**src/rtl/eps_pkg.sv**
```systemverilog
// ----------------------------------------------------------------------------
// eps_pkg
// types, constants and helpers shared by the element-wise combiner
// ----------------------------------------------------------------------------
package eps_pkg;

   localparam int NUM_LANES  = 4;
   localparam int MAX_INPUTS = 4;
   localparam int LANE_W     = $clog2(NUM_LANES);
   localparam int COUNT_W    = 3;
   localparam int OP_W       = 2;
   localparam int CSR_ADDR_W = 5;
   localparam int CSR_DATA_W = 32;
   localparam int PROD_W     = 32;
   localparam int TOTAL_W    = 34;
   localparam int SAT_W      = 24;

   typedef logic signed [15:0] q88_type;
   typedef logic signed [15:0] weight_type;
   typedef logic signed [TOTAL_W-1:0] total_type;
   typedef logic [LANE_W-1:0] lane_idx_type;
   typedef logic [COUNT_W-1:0] count_type;

   localparam q88_type Q88_ONE = 16'sd256;
   localparam q88_type Q88_MAX = 16'sh7fff;
   localparam q88_type Q88_MIN = 16'sh8000;
   localparam weight_type WEIGHT_ONE = 16'sd4096;
   localparam count_type MAX_COUNT = COUNT_W'(MAX_INPUTS);
   localparam count_type COUNT_RESET = 3'd2;

   typedef enum logic [OP_W-1:0] {
      OP_PROD = 2'd0,
      OP_SUM  = 2'd1,
      OP_MAX  = 2'd2
   } op_type;

   // register indexes, byte address is 4 * index
   typedef enum logic [CSR_ADDR_W-3:0] {
      REG_OPERATION = 3'd0,
      REG_COUNT     = 3'd1,
      REG_WEIGHT0   = 3'd2,
      REG_WEIGHT1   = 3'd3,
      REG_WEIGHT2   = 3'd4,
      REG_WEIGHT3   = 3'd5
   } reg_idx_type;

   typedef struct packed {
      op_type                      op;
      count_type                   count;   // already clamped to MAX_INPUTS
      weight_type [NUM_LANES-1:0]  weight;
   } cfg_type;

   typedef struct packed {
      q88_type [NUM_LANES-1:0] elem;
      q88_type                 acc;
      total_type               total;
      logic                    clip;
   } lane_data_type;

   typedef struct packed {
      q88_type val;
      logic    clip;
   } sat_type;

   function automatic sat_type sat_q88(input logic signed [SAT_W-1:0] v);
      sat_type s;
      if (v > SAT_W'(Q88_MAX)) begin
         s.val  = Q88_MAX;
         s.clip = 1'b1;
      end else if (v < SAT_W'(Q88_MIN)) begin
         s.val  = Q88_MIN;
         s.clip = 1'b1;
      end else begin
         s.val  = v[15:0];
         s.clip = 1'b0;
      end
      return s;
   endfunction

endpackage

```
**src/rtl/eps_ifs.sv**
```systemverilog


interface eps_rsp_if;
   logic               valid;
   logic               ready;
   logic signed [15:0] result;
   logic               saturated;

   modport source (output valid, result, saturated, input ready);
   modport sink (input valid, result, saturated, output ready);
endinterface

```
**src/rtl/eps_out_stage.sv**
```systemverilog
// ----------------------------------------------------------------------------
// eps_out_stage
// final rounding of the weighted sum, operation select and response register
// ----------------------------------------------------------------------------
module eps_out_stage (
   input  logic                   clock,
   input  logic                   reset,
   input  eps_pkg::cfg_type       cfg,
   input  logic                   in_valid,
   output logic                   in_ready,
   input  eps_pkg::lane_data_type in_data,
   eps_rsp_if.source              rsp
);
   import eps_pkg::*;

   logic                      valid_ff;
   q88_type                   result_ff;
   logic                      saturated_ff;
   q88_type                   result_in;
   logic                      saturated_in;
   logic signed [TOTAL_W:0]   sum_bias;
   sat_type                   sum_sat;

   always_comb begin
      // q.20 down to q8.8, half an lsb added first
      sum_bias = (TOTAL_W+1)'($signed(in_data.total)) + (TOTAL_W+1)'(2048);
      sum_sat  = sat_q88(SAT_W'($signed(sum_bias[TOTAL_W:12])));
      unique case (cfg.op)
         OP_PROD: begin
            result_in    = in_data.acc;
            saturated_in = in_data.clip;
         end
         OP_SUM: begin
            result_in    = sum_sat.val;
            saturated_in = sum_sat.clip;
         end
         OP_MAX: begin
            result_in    = in_data.acc;
            saturated_in = 1'b0;
         end
         default: begin
            result_in    = '0;
            saturated_in = 1'b0;
         end
      endcase
   end

   assign in_ready      = !valid_ff || rsp.ready;
   assign rsp.valid     = valid_ff;
   assign rsp.result    = result_ff;
   assign rsp.saturated = saturated_ff;

   always_ff @(posedge clock) begin
      if (reset) begin
         valid_ff <= 1'b0;
      end else if (in_ready) begin
         valid_ff <= in_valid;
      end
   end

   always_ff @(posedge clock) begin
      if (in_valid && in_ready) begin
         result_ff    <= result_in;
         saturated_ff <= saturated_in;
      end
   end

endmodule

```
**src/flat_wrapper.sv**
```systemverilog
// flat-port wrapper written by rule: the top's interface ports become plain ports
module eps_out_stage_flat import eps_pkg::*;
  (clock, reset, cfg, in_valid, in_ready, in_data, rsp_valid, rsp_result, rsp_saturated, rsp_ready);
  eps_rsp_if rsp_i ();
  input  logic clock;
  input  logic reset;
  input  eps_pkg::cfg_type cfg;
  input  logic in_valid;
  output logic in_ready;
  input  eps_pkg::lane_data_type in_data;
  output wire logic [$bits(rsp_i.valid)-1:0] rsp_valid;
  output wire logic [$bits(rsp_i.result)-1:0] rsp_result;
  output wire logic [$bits(rsp_i.saturated)-1:0] rsp_saturated;
  input wire logic [$bits(rsp_i.ready)-1:0] rsp_ready;
  assign rsp_valid = rsp_i.valid;
  assign rsp_result = rsp_i.result;
  assign rsp_saturated = rsp_i.saturated;
  assign rsp_i.ready = rsp_ready;
  eps_out_stage u_core (.clock(clock), .reset(reset), .cfg(cfg), .in_valid(in_valid), .in_ready(in_ready), .in_data(in_data), .rsp(rsp_i));
endmodule
```
**config.mk**
```make
export PLATFORM = sky130hd
export DESIGN_NAME = eps_out_stage_flat
export DESIGN_NICKNAME = d
export VERILOG_FILES = /design/src/rtl/eps_pkg.sv /design/src/rtl/eps_ifs.sv /design/src/rtl/eps_out_stage.sv /design/src/flat_wrapper.sv
export SDC_FILE = /design/constraint.sdc
export NUM_CORES = 1
export LEC_CHECK = 0
export BUFFER_PORTS_ARGS = -buffer_cell sky130_fd_sc_hd__buf_2
export CORE_AREA = 2 2 81 83
export DETAILED_ROUTE_END_ITERATION = 7
export DIE_AREA = 0 0 83 85
export GPL_ROUTABILITY_DRIVEN = 0
export PLACE_DENSITY = 0.66
export REMOVE_ABC_BUFFERS = 1
export SLEW_MARGIN = 15
export SYNTH_ARGS = -nofsm -noshare
export SYNTH_HDL_FRONTEND = slang
export SYNTH_SLANG_ARGS = --single-unit
```
**constraint.sdc**
```tcl
create_clock -name clock -period 3.18 [get_ports clock]
set_input_delay 0.318 -clock clock [delete_from_list [all_inputs] [get_ports clock]]
set_output_delay 0.318 -clock clock [all_outputs]
set_load 0.01 [all_outputs]
```
==> metrics.md <==
| Metric | Value |
|---|---|
| Worst EP arrival | `2.66 ns` |
| Total gr overflow | `0` |
| Final setup fails | `0` |
| Rows | `29` |
| Aggregate global-route resource usage | `12.9%` |
| Clk Latency, worst-skew pair | `0.26 ns` |
| Non-Filler Instances | `299` |
| Largest net degree at the start of global routing | `18` |
| Via/cell ratio | `5.17` |
| Commonest cells after routing, fill and taps aside | `buf_2 (64), nand2_1 (29), edfxtp_1 (17)` |
| Final setup TNS | `0 ns` |
| R2R depth | `2` |
| Post-cts sizing count | `0` |
| Area delta synth->final | `29.3%` |
| Worst reg2reg startpoint | `u_core.rsp.valid$_SDFFE_PP0N_` |
| Starting Density | `24.3%` |
| Post-route total power | `0.620 mW` |
| WHS | `0.216 ns` |
| Syn Inst Count | `157` |
| Number of diodes | `0` |
| Layout net count | `412` |
| Worst hold path stage count | `2` |
| Total wire length | `4640 um` |
| ANT nets after route | `0` |
| Final Instance Area | `0.00195 mm^2` |
| Worst Skew | `0.000855 ns` |
| CP endpoint kind | `register` |
| Die Wd | `83 um` |
| Post-synth top area share | `33.9%` |
| Power per cell area | `318 mW/mm^2` |
| Number of DRC markers in iteration 0 | `173` |
| H-tree levels | `1` |
| Antenna violations before repair | `0` |
| Leak | `0.735 nW` |
| Count of final max-slew check failures | `0` |
| Max VDD drop | `126 uV` |
| Mapped Area | `0.00151 mm^2` |
| DR vias | `1547` |
| RSZ-0062 raised after global routing | `no` |
| Final Hold Fails | `0` |
| Slew margin rel. | `43.5%` |
| Yosys cell types | `43` |
| Core Region | `0.00620 mm^2` |
| Max-Cap Viols | `0` |
| Worst hold path class | `input port to register` |
| Number of synthesized register bits | `18` |
| Most common cell after layout, fill and taps aside | `buf_2` |
| Layout cells sized above 1 | `37.4%` |
| Vias in the first global route | `1450` |
| First-pass GRT wire length | `7250 um` |
| CTS Sinks | `18` |
| Root buffer cell | `clkbuf_8` |
| Hold_buf cts | `0` |
| Placed Cells | `295` |
| Status | `complete, no violations` |
| Post-CTS setup buffer count | `0` |
| Port bufs | `64` |
| CP Launch Type | `input port` |
| Sequential fraction of the synthesis area | `35.2%` |
| Area post-placement | `0.00190 mm^2` |
| Drt first pass iters | `4` |
| DIE HEIGHT | `85 um` |
| DP Wirelength | `3690 um` |
| CTS Buffer Depth | `2` |
| Top cell type by total area after synthesis | `edfxtp_1` |
| Crit-path max FO | `8` |
| TritonCTS buffer count | `3` |
| Min-delay src | `reset` |
| Crit share post-route | `84.6%` |
| Synth Area per Inst | `9.60 um^2` |
| CTS tree | `done` |
| DR WL/cell | `15.5 um` |
| Ys Warns | `0` |
| Synth area leaders | `edfxtp_1 (34%), o311ai_2 (7.6%), nand2_1 (7.2%)` |
| Fillers | `654` |
| DRC viols | `0` |
| Fmax | `372 MHz` |
| Worst-path clk slew | `0.07 ns` |
| Hold endpoint | `u_core.rsp.valid$_SDFFE_PP0N_` |
| Area of the die | `0.00706 mm^2` |
| Worst Tran Pin Value | `0.847 ns` |
| R2R Path End | `u_core.rsp.result[6]$_DFFE_PP_` |
| CP Data Required Time | `3.15 ns` |
| Flop-to-flop setup slack | `1.70 ns` |
| Io pins | `207` |
| Setup CP Type | `input port to register` |
| Post-route minimum period | `2.69 ns` |
final cells by class:
type	count	area, um^2	area share, %
Timing Repair Buffer	66	335	17.2
Multi-Input combinational cell	129	922	47.3
Clock buffer	4	45.0	2.31
Inverter	5	18.8	0.963
Tap cell	77	96.3	4.95
Sequential cell	18	531	27.2
layer usage:
layer	up-vias	part of all wire [%]	wire length [um]	track usage [%]
met5	-	0	0	0
met4	0	1.4	63	4.77
met3	5	6.2	289	1.95
met2	73	42	1930	17.7
met1	715	51	2360	20.1
li1	754	-	-	-
worst max path at each step:
stage	start	endpoint	slack, ns
finish	in_data[12]	u_core.rsp.result[13]$_DFFE_PP_	0.49
global route	in_data[12]	u_core.rsp.result[13]$_DFFE_PP_	0.38
CTS	in_data[12]	u_core.rsp.result[12]$_DFFE_PP_	0.51
detailed placement	in_data[12]	u_core.rsp.result[12]$_DFFE_PP_	0.23
global placement	in_data[12]	u_core.rsp.result[12]$_DFFE_PP_	0.32
floorplan	in_data[12]	u_core.rsp.result[12]$_DFFE_PP_	0.67
cell usage after synthesis (all sizes together):
master / number
a2111oi: 1
nor4bb: 1
o32ai: 1
inv: 4
and2: 1
a22o: 1
nand2b: 2
and4: 6
nor3: 6
dfxtp: 1
xor2: 8
clkbuf: 2
nand4: 5
o211ai: 1
and3: 3
edfxtp: 17
nand2: 29
a41oi: 1
o21ai: 4
ha: 1
o41ai: 1
xnor2: 6
o31a: 4
nor4: 6
o22ai: 1
a21oi: 1
nor2: 8
nand3: 9
a31oi: 5
o311ai: 14
or3: 2
clkinv: 1
buf: 3
or4: 1
critical path, cell delays in order:
cell	delay (ns)
buf_2	0.13
ha_1	0.22
and3_1	0.28
nand4_1	0.26
nor4bb_1	0.46
nor3_1	0.17
o311ai_4	0.41
buf_4	0.25
o311ai_0	0.16
state kept, by name, indices dropped and copies added (netlist names):
| name | count |
|---|---|
| u_core.rsp.valid | 1 |
| u_core.rsp.saturated | 1 |
| u_core.rsp.result | 16 |
cells by family after synthesis:
group | count (synthesis) | synth area share [%]
AND/OR/NAND/NOR | 79 | 28.6
AO/OA/AOI/OAI | 35 | 23.7
buffers and inverters | 10 | 3.57
flip-flops | 18 | 35.2
adder cells (fa/ha/maj) | 1 | 0.830
XOR/XNOR | 14 | 8.14
through the flow:
step | worst slack [ns] | utilization [%]
CTS | 0.509 | 31.4
global route | 0.376 | 31.4
finish | 0.491 | 31.4
global placement | 0.317 | 30.7
floorplan | 0.673 | -
detailed placement | 0.235 | 30.7
power breakdown:
| group | internal, mW | leakage (nW) | total (mW) | switching [mW] |
|---|---|---|---|---|
| Combinational | 0.0672 | 0.536 | 0.161 | 0.0943 |
| Clock | 0.0891 | 0.0228 | 0.169 | 0.0803 |
| Sequential | 0.283 | 0.176 | 0.289 | 0.00678 |
| Total | 0.439 | 0.735 | 0.620 | 0.181 |
Power figures use the tool's default switching activity.
