===== config.mk =====
export PLATFORM = sky130hd
export DESIGN_NAME = eps_csr
export DESIGN_NICKNAME = d
export VERILOG_FILES = /design/src/rtl/eps_pkg.sv /design/src/rtl/eps_csr.sv
export SDC_FILE = /design/constraint.sdc
export NUM_CORES = 1
export LEC_CHECK = 0
export ABC_AREA = 1
export BUFFER_PORTS_ARGS = -buffer_cell sky130_fd_sc_hd__clkbuf_2
export CORE_ASPECT_RATIO = 0.6
export CORE_UTILIZATION = 30
export DETAILED_ROUTE_END_ITERATION = 6
export PLACE_DENSITY = 0.63
export RECOVER_POWER = 25
export SETUP_SLACK_MARGIN = 0.2
export SYNTH_ARGS = -nofsm -noshare
export SYNTH_HDL_FRONTEND = slang
export SYNTH_SLANG_ARGS = --single-unit

===== constraint.sdc =====
create_clock -name clock -period 5.1 [get_ports clock]
set_input_delay 1.275 -clock clock [delete_from_list [all_inputs] [get_ports clock]]
set_output_delay 1.275 -clock clock [all_outputs]
set_load 0.02 [all_outputs]

===== src/rtl/eps_pkg.sv =====
// ----------------------------------------------------------------------------
// eps_pkg
// types, constants and helpers shared by the element-wise combiner
// ----------------------------------------------------------------------------
package eps_pkg;

   localparam int NUM_LANES  = 4;
   localparam int MAX_INPUTS = 4;
   localparam int LANE_W     = $clog2(NUM_LANES);
   localparam int COUNT_W    = 3;
   localparam int OP_W       = 2;
   localparam int CSR_ADDR_W = 5;
   localparam int CSR_DATA_W = 32;
   localparam int PROD_W     = 32;
   localparam int TOTAL_W    = 34;
   localparam int SAT_W      = 24;

   typedef logic signed [15:0] q88_type;
   typedef logic signed [15:0] weight_type;
   typedef logic signed [TOTAL_W-1:0] total_type;
   typedef logic [LANE_W-1:0] lane_idx_type;
   typedef logic [COUNT_W-1:0] count_type;

   localparam q88_type Q88_ONE = 16'sd256;
   localparam q88_type Q88_MAX = 16'sh7fff;
   localparam q88_type Q88_MIN = 16'sh8000;
   localparam weight_type WEIGHT_ONE = 16'sd4096;
   localparam count_type MAX_COUNT = COUNT_W'(MAX_INPUTS);
   localparam count_type COUNT_RESET = 3'd2;

   typedef enum logic [OP_W-1:0] {
      OP_PROD = 2'd0,
      OP_SUM  = 2'd1,
      OP_MAX  = 2'd2
   } op_type;

   // register indexes, byte address is 4 * index
   typedef enum logic [CSR_ADDR_W-3:0] {
      REG_OPERATION = 3'd0,
      REG_COUNT     = 3'd1,
      REG_WEIGHT0   = 3'd2,
      REG_WEIGHT1   = 3'd3,
      REG_WEIGHT2   = 3'd4,
      REG_WEIGHT3   = 3'd5
   } reg_idx_type;

   typedef struct packed {
      op_type                      op;
      count_type                   count;   // already clamped to MAX_INPUTS
      weight_type [NUM_LANES-1:0]  weight;
   } cfg_type;

   typedef struct packed {
      q88_type [NUM_LANES-1:0] elem;
      q88_type                 acc;
      total_type               total;
      logic                    clip;
   } lane_data_type;

   typedef struct packed {
      q88_type val;
      logic    clip;
   } sat_type;

   function automatic sat_type sat_q88(input logic signed [SAT_W-1:0] v);
      sat_type s;
      if (v > SAT_W'(Q88_MAX)) begin
         s.val  = Q88_MAX;
         s.clip = 1'b1;
      end else if (v < SAT_W'(Q88_MIN)) begin
         s.val  = Q88_MIN;
         s.clip = 1'b1;
      end else begin
         s.val  = v[15:0];
         s.clip = 1'b0;
      end
      return s;
   endfunction

endpackage


===== src/rtl/eps_csr.sv =====
// ----------------------------------------------------------------------------
// eps_csr
// apb register file: operation, input count and sum weights
// ----------------------------------------------------------------------------
module eps_csr (
   input  logic                            clock,
   input  logic                            reset,
   input  logic                            psel,
   input  logic                            penable,
   input  logic                            pwrite,
   input  logic [eps_pkg::CSR_ADDR_W-1:0]  paddr,
   input  logic [eps_pkg::CSR_DATA_W-1:0]  pwdata,
   output logic [eps_pkg::CSR_DATA_W-1:0]  prdata,
   output logic                            pready,
   output eps_pkg::cfg_type                cfg
);
   import eps_pkg::*;

   logic [OP_W-1:0]             op_ff;
   count_type                   count_ff;
   weight_type [NUM_LANES-1:0]  weight_ff;
   logic                        wr_en;
   reg_idx_type                 idx;

   assign pready = 1'b1;
   assign wr_en  = psel && penable && pwrite;
   assign idx    = reg_idx_type'(paddr[CSR_ADDR_W-1:2]);

   always_ff @(posedge clock) begin
      if (reset) begin
         op_ff    <= OP_W'(OP_SUM);
         count_ff <= COUNT_RESET;
         for (int i = 0; i < NUM_LANES; i++) begin
            weight_ff[i] <= WEIGHT_ONE;
         end
      end else if (wr_en) begin
         unique case (idx)
            REG_OPERATION: op_ff        <= pwdata[OP_W-1:0];
            REG_COUNT:     count_ff     <= pwdata[COUNT_W-1:0];
            REG_WEIGHT0:   weight_ff[0] <= pwdata[15:0];
            REG_WEIGHT1:   weight_ff[1] <= pwdata[15:0];
            REG_WEIGHT2:   weight_ff[2] <= pwdata[15:0];
            REG_WEIGHT3:   weight_ff[3] <= pwdata[15:0];
            default: ;
         endcase
      end
   end

   always_comb begin
      unique case (idx)
         REG_OPERATION: prdata = CSR_DATA_W'(op_ff);
         REG_COUNT:     prdata = CSR_DATA_W'(count_ff);
         REG_WEIGHT0:   prdata = CSR_DATA_W'(weight_ff[0]);
         REG_WEIGHT1:   prdata = CSR_DATA_W'(weight_ff[1]);
         REG_WEIGHT2:   prdata = CSR_DATA_W'(weight_ff[2]);
         REG_WEIGHT3:   prdata = CSR_DATA_W'(weight_ff[3]);
         default:       prdata = '0;
      endcase
   end

   // counts above the lane limit are clamped
   always_comb begin
      cfg.op     = op_type'(op_ff);
      cfg.count  = (count_ff > MAX_COUNT) ? MAX_COUNT : count_ff;
      cfg.weight = weight_ff;
   end

endmodule


==> impl_results.md, run 1 <==
* Outcome: finished, final reports clean
* Top Ports at ~140
* DR DRC count at 0
* Drt initial violations at about 260
* Diode count at 0
* Max Cap Viol at 0
* Wire per inst at about 15 um
* Initial antenna violation count at 0
* DRT Pass-1 Iters at 7
* Crit Path Category: in2out
* Routability congestion estimate at ~0.77
* TritonCTS clock tree: yes
* VDD IR-drop max at 0.1457 mV
* FF+latch count, synth at 69
* Post-synthesis cell count at 537
* Layout cells sized above 1 at 0.1905
* Placed cell area at slightly above 4000 um2
* Routed Antenna Nets at 0
* Via/cell ratio at approximately 4.9
* Vias at approximately 3800
* Initial Util at 0.3122
* Largest net degree at the start of global routing at 70
* First-pass GRT wire length at ~18000 um
* Root Buffer Master: clkbuf_16
* GRT Util Overall at 0.1927
* Setup bufs post-CTS at 0
* Mapped Avg Cell Area at between 6 and 7 um2
* TNS Setup at 0 ns
* Wirelength, routed at 11770 um
* Post-CTS sizing at 0
* RSZ-0062 raised after global routing: false
* Clock sinks at 69
* Period minus WS final at around 4.4 ns
* Slew Limit Fails at 0
* Commonest cells after routing, fill and taps aside: 140 x nor2_1, 136 x nand2_1, 82 x clkbuf_2, 69 x dfxtp_1, 46 x nand4_1
* Clk pin slew, worst setup/hold paths at 0.06 ns
* Commonest non-fill, non-tap cell in the layout: nor2_1
* Placement Setup Slack at 0.6858 ns
* Synth cell types at 22
* Core area at about 11000 um2
* Static Leakage at about 1.9 nW
* Fin crit share at 0.8643
* Die Wd at 142.9 um
* Final setup viols at 0
* Worst skew pair latency at 0.33 ns
* CP max FO at 20
* CTS Buf Count at 9
* Power Total at between 1 and 1.5 mW
* Hold WS at roughly 0.50 ns
* Design Area, Final at between 4000 and 5000 um2
* Vias in the first global route at 3391
* Synthesized net count at 579
* Worst slew margin at 0.1911
* Num rows at 30
* Die area at 12370 um2
* PD cells at approximately 290 nW/um2
* Post-CTS Hold Buffers at 0
* H-tree depth at 3
* Area delta synth->final at 20.06%
* Worst EP required at ~3.8 ns
* HPWL after detailed placement at around 7800 um
* Worst Clk Skew at 0 ns
* Longest Clk Path Bufs at 2
* Crit path arrival time at between 3 and 4 ns
* Startpoint Class: input port
* Final-report hold violation count at 0
* Worst min-delay path category: reg2reg
* Final worst slack at around 0.69 ns
* Final-stage net count at 667
* Gr ovfl total at 0
* Fmax at approximately 230 MHz
* Critical Path Sink Type: primary output
* Yosys warning count at 0
* Fill count at 1273
* Least-Margin Pin Slew at between 1 and 1.5 ns
* I/O Buffers at 124
* Area of the mapped netlist at 3575 um2
* Die extent in y at approximately 87 um
* Seq/Total Area, Yosys at 0.3864
## metal layers
layer | track usage | vias to the layer above | share of wire
met5 | 0 | - | 0
met4 | 0.05474 | 0 | 0.0092
met3 | 0.06409 | 12 | 0.088
met2 | 0.2820 | 166 | 0.42
met1 | 0.2672 | 1774 | 0.48
li1 | - | 1881 | -
## final timing paths
check	slack (ns)	cells past startpoint	to	start
max reg2reg	4.42	2	cfg[28]$_SDFFE_PP1P_	cfg[28]$_SDFFE_PP1P_
max	0.69	7	prdata[18]	paddr[2]
min reg2reg	0.50	2	count_ff[1]$_SDFFE_PP1P_	count_ff[1]$_SDFFE_PP1P_
min	0.50	2	count_ff[1]$_SDFFE_PP1P_	count_ff[1]$_SDFFE_PP1P_
## metrics by stage
stage | utilization | cells
after floorplan | - | 537
after global placement | 0.3567 | 774
after detailed placement | 0.3567 | 774
after CTS | 0.3795 | 790
after global routing | 0.3749 | 790
final | 0.3749 | 790
## cells in the mapped netlist
cell type	instances	area (um2)
nand3_4	1	17.52
conb_1	1	3.750
nor2_2	1	6.260
buf_6	8	90.09
clkinv_1	1	3.750
o21ai_0	7	35.03
nand3_2	3	30.03
inv_1	22	82.58
nor2_1	140	525.5
nor2_8	1	20.02
nand4_1	46	287.8
buf_2	9	45.04
nand3_1	45	225.2
nand2_1	136	510.5
buf_1	2	7.510
nand2_4	1	11.26
buf_4	23	172.7
dfxtp_1	69	1381
clkbuf_1	11	41.29
inv_2	4	15.01
nand2_2	1	6.260
nor2_4	5	56.30
## state kept, by name (all words and copies together) (netlist names)
signal	cells
cfg	64
count_ff	3
op_ff	2
## critical path, cell delays in order
cell	delay, ns
clkbuf_2	0.39
inv_2	0.23
nand2_2	0.10
nor2_4	0.38
nand2_1	0.10
nand4_1	0.39
clkbuf_2	0.27
## cell type report
type	instances	area (um2)	share of cell area
tap	160	200.2	0.04665
clock inverter	5	27.53	0.006414
sequential	69	1381	0.3219
inverter	27	101.3	0.02362
multi-input combinational	388	1735	0.4044
timing repair buffer	130	613.1	0.1429
clock buffer	11	232.7	0.05423
## logic make-up after synthesis
group,share of synthesized area
simple gates,0.4746
buf+inv,0.1281
flops,0.3864
compound gates,0.009799
other cells,0.001049
## power breakdown
part           switching (mW)  internal, mW
Sequential            0.00598         0.546
Clock                   0.234         0.326
Combinational          0.0932        0.0331
No activity file was read; power rests on OpenSTA's default activity.
==> inputs of run 2 (changes only) <==
Settings changed: CORE_ASPECT_RATIO 0.6 to 0.8.
==> impl_results.md, run 2 (same netlist as run 1, synthesis figures left out) <==
* Gr ovfl total at 0
* Area delta synth->final at 20.44%
* I/O Buffers at around 120
* DRT Pass-1 Iters at 5
* VDD IR-drop max at 0.1613 mV
* CP max stage delay at around 0.55 ns
* Vias in the first global route at around 3400
* Commonest non-fill, non-tap cell in the layout: nor2_1
* Seq pwr share at 0.432
* Switching pwr at 0.3249 mW
* Root Buffer Master: clkbuf_16
* Drt initial violations at roughly 320
* Final-stage net count at between 600 and 700
* Final setup viols at 0
* Core area at 11560 um2
* Die Wd at between 100 and 150 um
* Clk pin slew, worst setup/hold paths at approximately 0.05 ns
* Clock share of power at 0.469
* Num rows at 35
* Sw frac at 0.2543
* Via/cell ratio at between 4 and 5
* GRT Util Overall at 0.1851
* Worst Clk Skew at 0 ns
* TNS Setup at 0 ns
* Wire per inst at 14.39 um
* Worst EP required at approximately 3.8 ns
* Final-report hold violation count at 0
* Fin crit share at 0.8401
* Largest register FFs at between 60 and 70
* P_int at roughly 0.95 mW
* Layout cells sized above 1 at 0.1921
* DR DRC count at 0
* First-pass GRT wire length at roughly 17000 um
* PD cells at just under 300 nW/um2
* Crit Path Category: in2out
* Crit path arrival time at roughly 3.0 ns
* Post-CTS sizing at 0
* Die extent in y at 99.64 um
* Least-Margin Pin Slew at about 1.2 ns
* Post-CTS Hold Buffers at 0
* Worst min-delay path category: reg2reg
* Initial Util at 0.3092
* Routability congestion estimate at between 0.7 and 0.8
* Period minus WS final at 4.284 ns
* Final Util at 0.3724
* Initial antenna violation count at 0
* Wirelength, routed at roughly 11000 um
* Placement Setup Slack at between 0.8 and 0.9 ns
* Longest Clk Path Bufs at 2
* Critical Path Sink Type: primary output
* Outcome: finished, final reports clean
* Worst skew pair latency at about 0.33 ns
* H-tree depth at 3
* Worst path cell trace: clkbuf_2 -> inv_2 -> nand2_2 -> nor2_4 -> nand2_1 -> nand4_1 -> clkbuf_2
* Worst slew margin at 0.1894
* CP dominant cell by count: clkbuf_2
* Static Leakage at 1.908 nW
* Top Ports at ~140
* RSZ-0062 raised after global routing: false
* Vias at 3806
* Max Cap Viol at 0
* CP max FO at 25
* Clock sinks at just under 70
* Startpoint Class: input port
* Diode count at 0
* Commonest cells after routing, fill and taps aside: 140 x nor2_1, 136 x nand2_1, 82 x clkbuf_2, 69 x dfxtp_1, 46 x nand4_1
* Setup bufs post-CTS at 0
* HPWL after detailed placement at about 7400 um
* Die area at approximately 12000 um2
* Worst path slowest cell: clkbuf_2
* CTS Buf Count at 9
* Final worst slack at around 0.82 ns
* Fmax at about 230 MHz
* TritonCTS clock tree: yes
* Combinational power share at 0.098
* Routed Antenna Nets at 0
* Slew Limit Fails at 0
* Largest net degree at the start of global routing at 70
==> run 2: cell types whose count changed in the layout (fill, tap and decap cells not counted), sizes merged <==
cell,change
buf,+1
clkbuf,-1
bufinv,+1
clkinv,-1
==> run 2: worst max-delay path: cells and delay by family <==
kind / cells / cell delay, ns
buf+inv: 3 / 1.03
simple gates: 4 / 0.71
==> run 2: area by class of cell <==
type	count	area, um2
Clock buffer	10	229.0
Clock inverter	5	52.55
Fill cell	1278	7256
Inverter	27	101.3
Multi-Input combinational cell	388	1735
Sequential cell	69	1381
Tap cell	148	185.2
Timing Repair Buffer	131	620.6
==> run 2: final timing paths <==
path | startpoint | end | slack [ns] | cells after the start
max | paddr[2] | prdata[25] | 0.82 | 7
min | count_ff[1]$_SDFFE_PP1P_ | count_ff[1]$_SDFFE_PP1P_ | 0.48 | 2
max reg2reg | cfg[44]$_SDFFE_PP1P_ | cfg[44]$_SDFFE_PP1P_ | 4.45 | 2
min reg2reg | count_ff[1]$_SDFFE_PP1P_ | count_ff[1]$_SDFFE_PP1P_ | 0.48 | 2
==> run 2: metrics by stage <==
stage | cells | hold slack [ns] | total power, mW | cell area (um2)
2_1_floorplan | 537 | 0.4511 | 0.6508 | 3575
3_3_place_gp | 763 | 0.4631 | 0.6883 | 4076
3_5_place_dp | 763 | 0.4695 | 0.6899 | 4076
4_1_cts | 778 | 0.4781 | 1.293 | 4358
5_1_grt | 778 | 0.5069 | 1.327 | 4305
6_report | 778 | 0.4776 | 1.278 | 4305
==> run 2: routing by layer <==
metal | share of wire | GRT usage | vias to the layer above
met4 | 0.014 | 0.07234 | 0
met1 | 0.45 | 0.2457 | 1739
met5 | 0 | 0 | -
met2 | 0.45 | 0.2839 | 180
li1 | - | - | 1871
met3 | 0.086 | 0.04874 | 16
==> run 2: power groups by stage <==
stage | Clock [mW] | Sequential (mW) | Combinational [mW]
floorplan | 0 | 0.571 | 0.0801
global placement | 0 | 0.564 | 0.125
detailed placement | 0 | 0.564 | 0.126
CTS | 0.615 | 0.552 | 0.126
global route | 0.636 | 0.553 | 0.138
finish | 0.600 | 0.552 | 0.126
==> inputs of run 3 (changes only) <==
Clock period 5.1 ns to 4.21 ns, I/O delays scaled along.
==> impl_results.md, run 3 (same netlist as run 1, synthesis figures left out) <==
* Outcome: finished, final reports clean
* Initial antenna violation count at 0
* Core area at 11560 um2
* Longest Clk Path Bufs at 2
* Worst Hold Launch: count_ff[0]$_SDFFE_PP0P_
* RR Startpoint: cfg[44]$_SDFFE_PP1P_
* Power Total at ~1.7 mW
* DRT Pass-1 Iters at 5
* Fmax at roughly 280 MHz
* Placement Setup Slack at ~0.53 ns
* Final worst slack at approximately 0.58 ns
* First-pass GRT wire length at around 18000 um
* I/O Buffers at about 120
* Final setup viols at 0
* Startpoint Class: input port
* Critical Path Sink Type: primary output
* Crit path arrival time at around 2.6 ns
* Wirelength, routed at about 11000 um
* PD cells at between 300 and 400 nW/um2
* VDD IR-drop max at approximately 0.20 mV
* Via/cell ratio at ~4.9
* Num rows at 35
* Layout cells sized above 1 at 0.1984
* Worst skew pair latency at between 0.3 and 0.4 ns
* Static Leakage at approximately 2.0 nW
* RSZ-0062 raised after global routing: false
* Area delta synth->final at 22.93%
* Setup bufs post-CTS at 0
* Final-stage net count at between 600 and 700
* Commonest non-fill, non-tap cell in the layout: nor2_1
* Final-report hold violation count at 0
* DR DRC count at 0
* Wire per inst at between 10 and 15 um
* Worst EP required at 3.16 ns
* Crit Path Category: in2out
* CTS Buf Count at 9
* Max Cap Viol at 0
* Post-CTS Hold Buffers at 0
* Die area at 12360 um2
* Least-Margin Pin Slew at roughly 1.2 ns
* Period minus WS final at between 3 and 4 ns
* Routability congestion estimate at 0.7906
* Vias in the first global route at 3460
* Worst min-delay path category: reg2reg
* TNS Setup at 0 ns
* Gr ovfl total at 0
* CP max FO at 17
* Drt initial violations at around 250
* HPWL after detailed placement at roughly 7700 um
* Worst Setup SP: paddr[3]
* Clock sinks at 69
* Vias at approximately 3900
* Die extent in y at 99.64 um
* Worst slew margin at 0.2105
* Largest register FFs at 64
* Diode count at 0
* Worst Clk Skew at 0 ns
* Root Buffer Master: clkbuf_16
* Slew Limit Fails at 0
* Design Area, Final at about 4400 um2
* Initial Util at 0.3092
* Fin crit share at 0.8626
* Top Ports at 144
* Routed Antenna Nets at 0
* Clk pin slew, worst setup/hold paths at approximately 0.06 ns
* TritonCTS clock tree: yes
* H-tree depth at 3
* Die Wd at about 120 um
* Largest net degree at the start of global routing at 70
* Commonest cells after routing, fill and taps aside: 140 x nor2_1, 136 x nand2_1, 82 x clkbuf_2, 69 x dfxtp_1, 46 x nand4_1
* Post-CTS sizing at 0
* GRT Util Overall at 0.1885
* Placed cell area at ~4100 um2
-- run 3: cell count changes in the layout (fill, tap and decap cells not counted), sizes merged --
cell    change
bufinv      +2
clkinv      -1
buf         +4
-- run 3: metal layers --
metal	routed length (um)	track usage	up-vias
li1	-	-	1892
met5	0	0	-
met1	4974	0.2424	1781
met2	5073	0.2911	180
met3	1003	0.05505	18
met4	229	0.08150	0
-- run 3: final cells by class --
cell class              count  area [um2]
clock buffers              10       229.0
fillers                  1269        7167
inverters                  27       101.3
multi-input cells         388        1735
well taps                 148       185.2
flip-flops and latches     69        1381
clock inverters             6       111.4
repair buffers            135       650.6
-- run 3: worst paths after layout --
kind | to | slack, ns | depth (start not counted)
setup / recovery | prdata[19] | 0.58 | 7
hold reg to reg | count_ff[0]$_SDFFE_PP0P_ | 0.48 | 2
setup reg to reg | cfg[44]$_SDFFE_PP1P_ | 3.53 | 2
hold / removal | count_ff[0]$_SDFFE_PP0P_ | 0.48 | 2
-- run 3: report_power, final --
group	internal [mW]	total, mW	switching [mW]
sequential	0.662	0.669	0.00729
combinational	0.0427	0.154	0.111
clock	0.579	0.874	0.295
-- run 3: stage by stage --
stage                     std cells  hold slack, ns  utilization
after detailed placement        767          0.4705       0.3552
after global routing            783          0.5115       0.3801
after CTS                       783          0.4842       0.3846
after global placement          767          0.4630       0.3552
final                           783          0.4813       0.3801
after floorplan                 537          0.4511            -
-- run 3: worst max-delay path: stages --
cell,delay (ns)
clkbuf_2,0.21
buf_4,0.25
nand2_4,0.08
nor2_8,0.20
nand2_1,0.09
nand4_1,0.42
clkbuf_2,0.27
